<file path="config.mk">
export PLATFORM = sky130hd
export DESIGN_NAME = packet_buffer_scheduler
export DESIGN_NICKNAME = d
export VERILOG_FILES = /design/src/rtl/core/pbs_pkg.sv /design/src/rtl/core/pbs_ctrl.sv /design/src/rtl/core/pbs_datapath.sv /design/src/rtl/core/packet_buffer_scheduler.sv
export SDC_FILE = /design/constraint.sdc
export NUM_CORES = 2
export LEC_CHECK = 0
export BUFFER_PORTS_ARGS = -buffer_cell sky130_fd_sc_hd__buf_2
export CAP_MARGIN = 40
export CORE_MARGIN = 4
export CORE_UTILIZATION = 50
export CTS_BUF_LIST = sky130_fd_sc_hd__clkbuf_16
export CTS_CLUSTER_DIAMETER = 200
export DETAILED_ROUTE_END_ITERATION = 12
export GPL_ROUTABILITY_DRIVEN = 0
export GPL_TIMING_DRIVEN = 1
export MAX_ROUTING_LAYER = met4
export PLACE_DENSITY_LB_ADDON = 0.15
export SLEW_MARGIN = 10
export SYNTH_ARGS = -nofsm -noshare
export SYNTH_HDL_FRONTEND = slang
export SYNTH_SLANG_ARGS = --single-unit
</file>
<file path="constraint.sdc">
create_clock -name clk_i -period 7.3 [get_ports clk_i]
set_clock_uncertainty 0.2 [all_clocks]
set_input_delay 1.46 -clock clk_i [delete_from_list [all_inputs] [get_ports clk_i]]
set_output_delay 1.46 -clock clk_i [all_outputs]
set_load 0.01 [all_outputs]
</file>
<file path="src/rtl/core/pbs_pkg.sv">
// Shared types and constants for the packet buffer scheduler.
package pbs_pkg;

  localparam int unsigned TimeW           = 32;
  localparam int unsigned CfgW            = 7;
  localparam int unsigned DefQueueDepth   = 64;
  localparam logic [CfgW-1:0] CfgReset    = 7'd64;
  localparam logic [TimeW-1:0] TimeMax    = 32'hFFFF_FFFF;
  localparam int unsigned InDataW         = 64;
  localparam int unsigned OutDataW        = 32;

  typedef enum logic {
    ST_IDLE,
    ST_CHECK
  } pbs_state_e;

  // Commands from the controller to the datapath
  typedef struct packed {
    logic load_in;
    logic pop;
    logic commit;
  } pbs_cmd_t;

  // Status from the datapath to the controller
  typedef struct packed {
    logic pop_ok;
    logic out_free;
  } pbs_status_t;

endpackage

</file>
<file path="src/rtl/core/pbs_ctrl.sv">
// Controller state machine for the packet buffer scheduler.
module pbs_ctrl (
  input  logic             clk_i,
  input  logic             rst_ni,
  input  logic             in_valid_i,
  output logic             in_ready_o,
  input  pbs_pkg::pbs_status_t status_i,
  output pbs_pkg::pbs_cmd_t    cmd_o
);
  import pbs_pkg::*;

  pbs_state_e state_q, state_d;

  // Hold the state
  always_ff @(posedge clk_i or negedge rst_ni) begin
    if (!rst_ni) begin
      state_q <= ST_IDLE;
    end else begin
      state_q <= state_d;
    end
  end

  // Next state
  always_comb begin
    state_d = state_q;
    case (state_q)
      ST_IDLE: begin
        if (in_valid_i) begin
          state_d = ST_CHECK;
        end
      end
      ST_CHECK: begin
        if (!status_i.pop_ok && status_i.out_free) begin
          state_d = ST_IDLE;
        end
      end
      default: state_d = ST_IDLE;
    endcase
  end

  // Outputs
  always_comb begin
    in_ready_o    = 1'b0;
    cmd_o.load_in = 1'b0;
    cmd_o.pop     = 1'b0;
    cmd_o.commit  = 1'b0;
    case (state_q)
      ST_IDLE: begin
        in_ready_o    = 1'b1;
        cmd_o.load_in = in_valid_i;
      end
      ST_CHECK: begin
        // Drain finished entries first, then decide once the result slot is free
        if (status_i.pop_ok) begin
          cmd_o.pop = 1'b1;
        end else if (status_i.out_free) begin
          cmd_o.commit = 1'b1;
        end
      end
      default: ;
    endcase
  end

endmodule

</file>
<file path="src/rtl/core/pbs_datapath.sv">
// Datapath: finish-time queue, counters, decision logic and result register.
module pbs_datapath #(
  parameter int unsigned QUEUE_DEPTH = pbs_pkg::DefQueueDepth
) (
  input  logic                        clk_i,
  input  logic                        rst_ni,
  input  pbs_pkg::pbs_cmd_t           cmd_i,
  output pbs_pkg::pbs_status_t        status_o,
  input  logic [pbs_pkg::TimeW-1:0]   arrival_i,
  input  logic [pbs_pkg::TimeW-1:0]   process_i,
  input  logic                        cfg_we_i,
  input  logic [pbs_pkg::CfgW-1:0]    cfg_data_i,
  output logic                        out_valid_o,
  input  logic                        out_ready_i,
  output logic                        out_dropped_o,
  output logic [pbs_pkg::TimeW-1:0]   out_start_o
);
  import pbs_pkg::*;

  localparam int unsigned IdxW = (QUEUE_DEPTH > 1) ? $clog2(QUEUE_DEPTH) : 1;
  localparam int unsigned CntW = $clog2(QUEUE_DEPTH + 1);
  localparam int unsigned SumW = $clog2(2 * QUEUE_DEPTH);
  localparam int unsigned CmpW = (CntW > CfgW) ? CntW : CfgW;
  localparam logic [IdxW-1:0] LastIdx   = IdxW'(QUEUE_DEPTH - 1);
  localparam logic [SumW-1:0] DepthSum  = SumW'(QUEUE_DEPTH);
  localparam logic [CmpW-1:0] DepthCmp  = CmpW'(QUEUE_DEPTH);

  logic [TimeW-1:0] mem [QUEUE_DEPTH];
  logic [TimeW-1:0] rd_q;
  logic [TimeW-1:0] arr_q, proc_q;
  logic [TimeW-1:0] last_q, last_d;
  logic [IdxW-1:0]  head_q, head_d;
  logic [CntW-1:0]  cnt_q, cnt_d;
  logic [CfgW-1:0]  cfg_q;
  logic             out_valid_q, out_valid_d;
  logic             out_drop_q;
  logic [TimeW-1:0] out_start_q;

  logic [CmpW-1:0]  cap;
  logic             empty, drop, wr_en;
  logic [TimeW-1:0] start;
  logic [TimeW:0]   sum;
  logic [TimeW-1:0] finish;
  logic [SumW-1:0]  tail_sum;
  logic [IdxW-1:0]  tail;

  // Clamp the configured capacity to 1..QUEUE_DEPTH
  always_comb begin
    cap = CmpW'(cfg_q);
    if (cfg_q == '0) begin
      cap = CmpW'(1);
    end else if (CmpW'(cfg_q) > DepthCmp) begin
      cap = DepthCmp;
    end
  end

  // Decide start time, drop and saturated finish time
  assign empty  = (cnt_q == '0);
  assign drop   = !empty && (CmpW'(cnt_q) >= cap);
  assign start  = empty ? arr_q : last_q;
  assign sum    = {1'b0, start} + {1'b0, proc_q};
  assign finish = sum[TimeW] ? TimeMax : sum[TimeW-1:0];
  assign wr_en  = cmd_i.commit && !drop;

  // Tail address, wrapped once
  always_comb begin
    tail_sum = SumW'(head_q) + SumW'(cnt_q);
    if (tail_sum >= DepthSum) begin
      tail_sum = tail_sum - DepthSum;
    end
    tail = tail_sum[IdxW-1:0];
  end

  // Advance head, count and last finish
  always_comb begin
    head_d      = head_q;
    cnt_d       = cnt_q;
    last_d      = last_q;
    out_valid_d = out_valid_q;
    if (cmd_i.pop) begin
      head_d = (head_q == LastIdx) ? '0 : head_q + 1'b1;
      cnt_d  = cnt_q - 1'b1;
    end
    if (wr_en) begin
      cnt_d  = cnt_q + 1'b1;
      last_d = finish;
    end
    if (cmd_i.commit) begin
      out_valid_d = 1'b1;
    end else if (out_ready_i) begin
      out_valid_d = 1'b0;
    end
  end

  always_ff @(posedge clk_i or negedge rst_ni) begin
    if (!rst_ni) begin
      head_q      <= '0;
      cnt_q       <= '0;
      last_q      <= '0;
      cfg_q       <= CfgReset;
      out_valid_q <= 1'b0;
    end else begin
      head_q      <= head_d;
      cnt_q       <= cnt_d;
      last_q      <= last_d;
      out_valid_q <= out_valid_d;
      if (cfg_we_i) begin
        cfg_q <= cfg_data_i;
      end
    end
  end

  // Capture the item and the result payload
  always_ff @(posedge clk_i) begin
    if (cmd_i.load_in) begin
      arr_q  <= arrival_i;
      proc_q <= process_i;
    end
    if (cmd_i.commit) begin
      out_drop_q  <= drop;
      out_start_q <= drop ? '0 : start;
    end
  end

  // Finish-time queue: write at tail, registered read of the next head
  always_ff @(posedge clk_i) begin
    if (wr_en) begin
      mem[tail] <= finish;
    end
    rd_q <= mem[head_d];
  end

  assign status_o.pop_ok   = !empty && (rd_q <= arr_q);
  assign status_o.out_free = !out_valid_q || out_ready_i;

  assign out_valid_o   = out_valid_q;
  assign out_dropped_o = out_drop_q;
  assign out_start_o   = out_start_q;

endmodule

</file>
<file path="src/rtl/core/packet_buffer_scheduler.sv">
// The result is registered on commit, once every finished entry is popped and the output is free.
// A new item is accepted only in the idle state, after the last one commits; each entry pops once.
// The pop loop is bounded by the single read port of the finish-time queue.
// The next item is accepted while a finished result waits in the output register.
// Reset (rst_ni low, asynchronous): queue empty, last finish 0, buffer_size 64.
// Top level of the packet buffer scheduler.
module packet_buffer_scheduler #(
  parameter int unsigned QUEUE_DEPTH = pbs_pkg::DefQueueDepth
) (
  input  logic                          clk_i,
  input  logic                          rst_ni,
  input  logic                          s_axis_tvalid,
  output logic                          s_axis_tready,
  // [31:0] arrival, [63:32] processing time
  input  logic [pbs_pkg::InDataW-1:0]   s_axis_tdata,
  output logic                          m_axis_tvalid,
  input  logic                          m_axis_tready,
  // [31:0] start time
  output logic [pbs_pkg::OutDataW-1:0]  m_axis_tdata,
  // [0] dropped
  output logic                          m_axis_tuser,
  input  logic                          cfg_valid_i,
  output logic                          cfg_ready_o,
  input  logic [pbs_pkg::CfgW-1:0]      cfg_data_i
);
  import pbs_pkg::*;

  pbs_cmd_t         cmd;
  pbs_status_t      status;
  logic             out_dropped;
  logic [TimeW-1:0] out_start;

  assign cfg_ready_o = 1'b1;

  pbs_ctrl u_ctrl (
    .clk_i      (clk_i),
    .rst_ni     (rst_ni),
    .in_valid_i (s_axis_tvalid),
    .in_ready_o (s_axis_tready),
    .status_i   (status),
    .cmd_o      (cmd)
  );

  pbs_datapath #(
    .QUEUE_DEPTH (QUEUE_DEPTH)
  ) u_datapath (
    .clk_i         (clk_i),
    .rst_ni        (rst_ni),
    .cmd_i         (cmd),
    .status_o      (status),
    .arrival_i     (s_axis_tdata[TimeW-1:0]),
    .process_i     (s_axis_tdata[2*TimeW-1:TimeW]),
    .cfg_we_i      (cfg_valid_i),
    .cfg_data_i    (cfg_data_i),
    .out_valid_o   (m_axis_tvalid),
    .out_ready_i   (m_axis_tready),
    .out_dropped_o (out_dropped),
    .out_start_o   (out_start)
  );

  // Pack the result: start time in the data, dropped flag in the user bit
  assign m_axis_tdata = out_start;
  assign m_axis_tuser = out_dropped;

endmodule
</file>
# Yosys cells after proc, flatten, opt, wreduce, memory -nomap -nowiden

Memories as Yosys holds them, arrays and structs flattened. A register that Yosys moved wholly into a read port is not among the register bits.
Cells that the tools add are included.

Memories kept: 1
Output and inout port bits: 36
Memory bits (writable): 2048
Bits of input ports: 76
Bits in registers: 151
Logic and storage cells: 58

Bitwise gates (word level): 1
Eq/ne operators: 1
Add/subtract/negate cells: 6
Reductions and logical operators: 13
Multiplexer cells: 22
Magnitude comparators: 4

Memory list:

| memory         | words | width | read ports | clocked after Yosys merged registers in | write ports | RTL line           | RTL |
|---|---|---|---|---|---|---|---|
| u_datapath.mem | 64    | 32    | 1          | 1                                       | 1           | pbs_datapath.sv:28 | `logic [TimeW-1:0] mem [QUEUE_DEPTH];` |

Operators with widths:

| cell                  | number |
|---|---|
| $mux W32              | 2 |
| $add A32 B32 Y33      | 1 |
| $le A32 B32 Y1        | 1 |
| $mux W7               | 4 |
| $mux W6               | 3 |
| $logic_not A7 Y1      | 2 |
| $mux W1               | 11 |
| $add A6 B7 Y7         | 1 |
| $add A7 B1 Y7 const B | 1 |
| $ge A7 B7 Y1          | 1 |
| $ge A7 B7 Y1 const B  | 1 |
| $gt A7 B7 Y1 const B  | 1 |
| $sub A7 B1 Y7 const B | 1 |
| $add A6 B1 Y6 const B | 1 |
| $eq A6 B6 Y1 const B  | 1 |
| $sub A6 B1 Y6 const B | 1 |
| $logic_and A1 B1 Y1   | 4 |
| $logic_not A1 Y1      | 4 |
| $reduce_bool A2 Y1    | 2 |
| $mux W2               | 1 |
| $pmux W1 S2           | 1 |
| $logic_or A1 B1 Y1    | 1 |
| $not A1 Y1            | 1 |

# Longest topological paths before layout

Depth after elaboration: 9
Mapped depth: 23
Mapped depth without buffers: 23

# Hierarchy

A second synthesis with hierarchy kept.

Cells, all modules: 5868
Area total of the unflattened synthesis: 88880.2 um2

By module, submodules not included:

| module                  | area an instance (um2) | seq. area each (um2) | instances | cells an instance |
|---|---|---|---|---|
| pbs_datapath            | 88801.4                | 66379.9              | 1         | 5859 |
| pbs_ctrl                | 67.6                   | 25.0                 | 1         | 7 |
| packet_buffer_scheduler | 11.3                   | 0.0                  | 1         | 2 |

# Least setup slack after synthesis

Ideal clock, no wire load.

Path kind: reg-to-reg
Start point: reg u_datapath.cnt_q[1]
End point: mem u_datapath.mem[0][28] (data pin)
Arrival time: 6035 ps
Cell stages (with the launch flop): 19
Path buffers: 2
Clock period less this slack: 6944 ps
Setup slack: 356 ps
Library setup time: 709 ps
Required time: 6391 ps
Path through: dfrtp_1 -> nor4_1 -> nand2_1 -> clkbuf_1 -> clkbuf_1 -> nand2_1 -> nand2_1 -> ha_1 -> inv_1 -> fa_1 -> nor2b_1 -> o21a_1 -> o21a_1 -> o32a_1 -> a221oi_2 -> o21ai_1 -> a41oi_2 -> o31ai_1 -> o21ai_0

Cells in the longest elaborated chain, start to end: 4

Ends and longest elaborated chain:

| what                            | RTL line            | RTL |
|---|---|---|
| start, declared                 | pbs_datapath.sv:33  | `logic [CntW-1:0] cnt_q, cnt_d;` |
| start signal, assigned          | pbs_datapath.sv:104 | `cnt_q <= cnt_d;` |
| $logic_not A7 Y1                | pbs_datapath.sv:58  | `assign empty = (cnt_q == '0);` |
| $mux W32                        | pbs_datapath.sv:60  | `assign start = empty ? arr_q : last_q;` |
| named net u_datapath.start[0]   | pbs_datapath.sv:41  | `logic [TimeW-1:0] start;` |
| $add A32 B32 Y33                | pbs_datapath.sv:61  | `assign sum = {1'b0, start} + {1'b0, proc_q};` |
| $mux W32                        | pbs_datapath.sv:62  | `assign finish = sum[TimeW] ? TimeMax : sum[TimeW-1:0];` |
| named net u_datapath.finish[28] | pbs_datapath.sv:43  | `logic [TimeW-1:0] finish;` |
| end, declared                   | pbs_datapath.sv:28  |  |

The timed path passes the listed nets, and every way through them passes these cells.

# Final worst setup path

Start point: reg u_datapath.cnt_q[1]
End point: mem u_datapath.mem[31][13] (data pin)

Cells in the longest elaborated chain, start to end: 4

Ends and longest elaborated chain:

| what                            | RTL line |
|---|---|
| $logic_not A7 Y1                | pbs_datapath.sv:58 |
| $mux W32                        | pbs_datapath.sv:60 |
| $add A32 B32 Y33                | pbs_datapath.sv:61 |
| $mux W32                        | pbs_datapath.sv:62 |
| named net u_datapath.finish[13] | pbs_datapath.sv:43 |

The timed path passes the listed nets, and every way through them passes these cells.

==> impl_metrics.ini <==
[grt]
grt.overflow.total = 0
grt_pass1_wl_um = 402000
track_usage_pct = 30.8
antenna_found_initial = 15
grt_start_max_net_pins = 120
first_global_vias = 54700

[die]
ios = 112
die_y_um = 433
rows = 155
initial_core_util_pct = 50.4
design.die.area_um2 = 187000
coreArea_um2 = 179000
fp.dieW_um = 433

[clocking]
insertion_delay_ns = 0.87
postCtsSetupRepairBufs = 0
clock_sinks = 2231
clockBufferDepth = 3
root_buffer = clkbuf_16
cts_buffers = 220
htreeDepth = 4
cts_resized = 0
cts_tree = built
clk_pin_slew_ns = 0.06
ctsHoldBuffers = 0

[critical_path]
r2r_slack_ns = 0.67
endpoint_kind = register
start_kind = register
arrival_ns = 7.00
path_class = reg -> reg
reg2regPathDepth = 18
crit_path_max_fanout = 35
worst-endpoint-required_ns = 7.67
r2r-start = u_datapath.cnt_q[1]
reg2reg_to = u_datapath.mem[31][13]

[sta]
finalCriticalPeriod_ns = 6.63
worst_pin_slew_ns = 1.07
rsz0062_at_grt = no
tns_ns = 0
fin_crit_sh_pct = 90.8
fmax_mhz = 151
finalHoldViolCount = 0
drv_slew = 0
maxSlewHeadroom_pct = 27.8
setup_viol = 0
hold_ws_ns = 0.304

[logic_synthesis]
ys_ff_latch = 2231
syn_avg_cell_area_um2 = 14.0
synth_flop_cell = edfxtp_1
synth_fp_nets = 6622
ys_warn_count = 0
synth.yosys.seq_area_share_pct = 73.6
netlist_area_um2 = 90200
ys_async_sr_fraction_pct = 2.42
synth_edf_count = 2145
synth_cell_type_count = 78
synthCells = 6461

[route]
postRouteWirelength_um = 284000
drc = 0
avgRoutedWirePerCell_um = 30.7
ant_nets = 0
initialDrtViolationCount = 8037
dr_total_vias = 58200
via_per_inst = 6.28
first_pass_iters = 6

[placed_design]
dp.final_hpwl_um = 166000
io_buffers = 110

[job]
maxCapViolations = 0

[layout]
synthToLayoutAreaGrowth_pct = 14.5
drive_gt1_share_pct = 13.2
final_nets = 6878

[worst_hold_path]
holdCritStartpoint = u_datapath.last_q[31]
hp-class = reg -> reg
min_to = u_datapath.last_q[31]
whs_path_depth = 2

[status]
status = completed
## worst max path at each step
stage                        startpoint                     end  slack [ns]  cells past startpoint
floorplan           u_datapath.cnt_q[1]   u_datapath.mem[0][28]        0.36                     18
global placement    u_datapath.rd_q[11]     u_datapath.rd_q[30]        0.57                     12
detailed placement  u_datapath.cnt_q[1]  u_datapath.mem[17][13]        0.70                     18
CTS                 u_datapath.cnt_q[1]  u_datapath.mem[17][13]        0.67                     18
global route        u_datapath.cnt_q[1]  u_datapath.mem[31][13]        0.32                     18
finish              u_datapath.cnt_q[1]  u_datapath.mem[31][13]        0.67                     18
## routing by layer
| layer | track usage [%] | wire length (um) | up-vias | part of all wire (%) |
|---|---|---|---|---|
| met5 | - | 0 | - | 0 |
| met4 | 11.4 | 11300 | 0 | 4.0 |
| met3 | 5.87 | 28900 | 491 | 10 |
| met2 | 45.9 | 129000 | 3290 | 45 |
| met1 | 42.6 | 115000 | 29500 | 41 |
| li1 | - | - | 24900 | - |
## registers in the layout, summed over array words and instances (netlist names)
signal	cells
u_datapath.out_start_o	32
u_datapath.out_dropped_o	1
u_datapath.out_valid_o	1
u_datapath.proc_q	32
u_datapath.rd_q	32
u_datapath.cfg_q	7
u_datapath.head_q	6
u_datapath.last_q	32
u_ctrl.state_q	1
u_datapath.mem	2048
u_datapath.cnt_q	7
u_datapath.arr_q	32
## final cells by class
class	count	area (um2)
sequential	2231	66400
multi-input combinational	3784	22500
timing repair buffer	421	4090
fill	14000	75600
antenna	13	32.5
inverter	59	244
clock inverter	189	1560
tap	2355	2950
clock buffer	225	5630
## critical path: stages, from the launching register on
cell and delay, ns:
dfrtp_1 0.48, nor4_1 0.37, nand2_2 0.27, buf_4 0.30
a21oi_1 0.51, fa_1 0.33, nor2b_1 0.06, o21a_1 0.18
o21a_1 0.22, o32a_1 0.40, a221oi_2 0.45, o21ai_1 0.25
a41oi_2 0.33, o31ai_1 0.19, o21a_1 0.25, o32ai_4 0.28
buf_12 0.35, nand2_2 0.44, buf_4 0.40
## cell usage after synthesis (34+ instances only)
library cell,number,share of area (%)
or3_1,41,0.28
and2_1,34,0.24
dfrtp_1,53,1.5
a31oi_1,78,0.54
a21oi_1,352,2.0
buf_4,41,0.34
edfxtp_1,2145,71
nand4_1,47,0.33
nor3_1,54,0.30
nand3_1,497,2.8
ha_1,82,1.1
nor2_1,117,0.49
o221ai_1,172,1.7
mux2i_1,362,4.0
inv_1,54,0.22
clkbuf_1,93,0.39
buf_2,211,1.2
nand2_1,1431,6.0
o21ai_0,108,0.60
nor4_1,39,0.27
## logic make-up (layout without fill, tap and decap cells)
family | after synthesis | in the layout | synth area share [%]
other | 1 | 14 | 0.00416
multiplexers | 392 | 392 | 4.39
flip-flops | 2231 | 2231 | 73.6
AO/OA/AOI/OAI | 940 | 940 | 6.88
adder cells (fa/ha/maj) | 85 | 85 | 1.20
XOR/XNOR | 40 | 40 | 0.397
buffers and inverters | 446 | 894 | 2.43
AND/OR/NAND/NOR | 2326 | 2326 | 11.1
## metrics by stage
step	setup slack (ns)	area, um2	utilization [%]	cells
after detailed placement	0.704	96100	53.7	8847
final	0.669	103000	57.7	9277
after global routing	0.322	103000	57.7	9274
after global placement	0.566	95200	53.2	8799
after floorplan	0.356	90200	-	6461
after CTS	0.671	103000	57.7	9261
## layout by cell type, fill, tap and decap left out, types with 15 or more instances in the layout
cell	instances
a21oi_1	352
clkbuf_16	225
a31oi_1	76
edfxtp_1	2145
nor2_1	52
inv_1	102
nor3_1	52
o21a_1	15
nand3_1	497
nand2_1	1408
buf_12	63
clkinv_2	38
mux2i_1	362
a311oi_1	15
ha_1	82
dfrtp_1	53
buf_16	19
nor4_1	26
a21o_1	28
nor2_4	65
clkinv_1	52
mux2_2	30
buf_4	217
bufinv_16	23
o221ai_1	172
and3_1	32
nand2_2	23
xnor2_1	25
buf_2	114
nand4_1	47
a2111oi_0	23
and2_1	34
o22ai_1	25
or3_1	41
o21ai_0	101
dfxtp_1	32
Power is not shown: default switching activity piles up to over one toggle a cycle in this logic, so the estimate is an artifact.
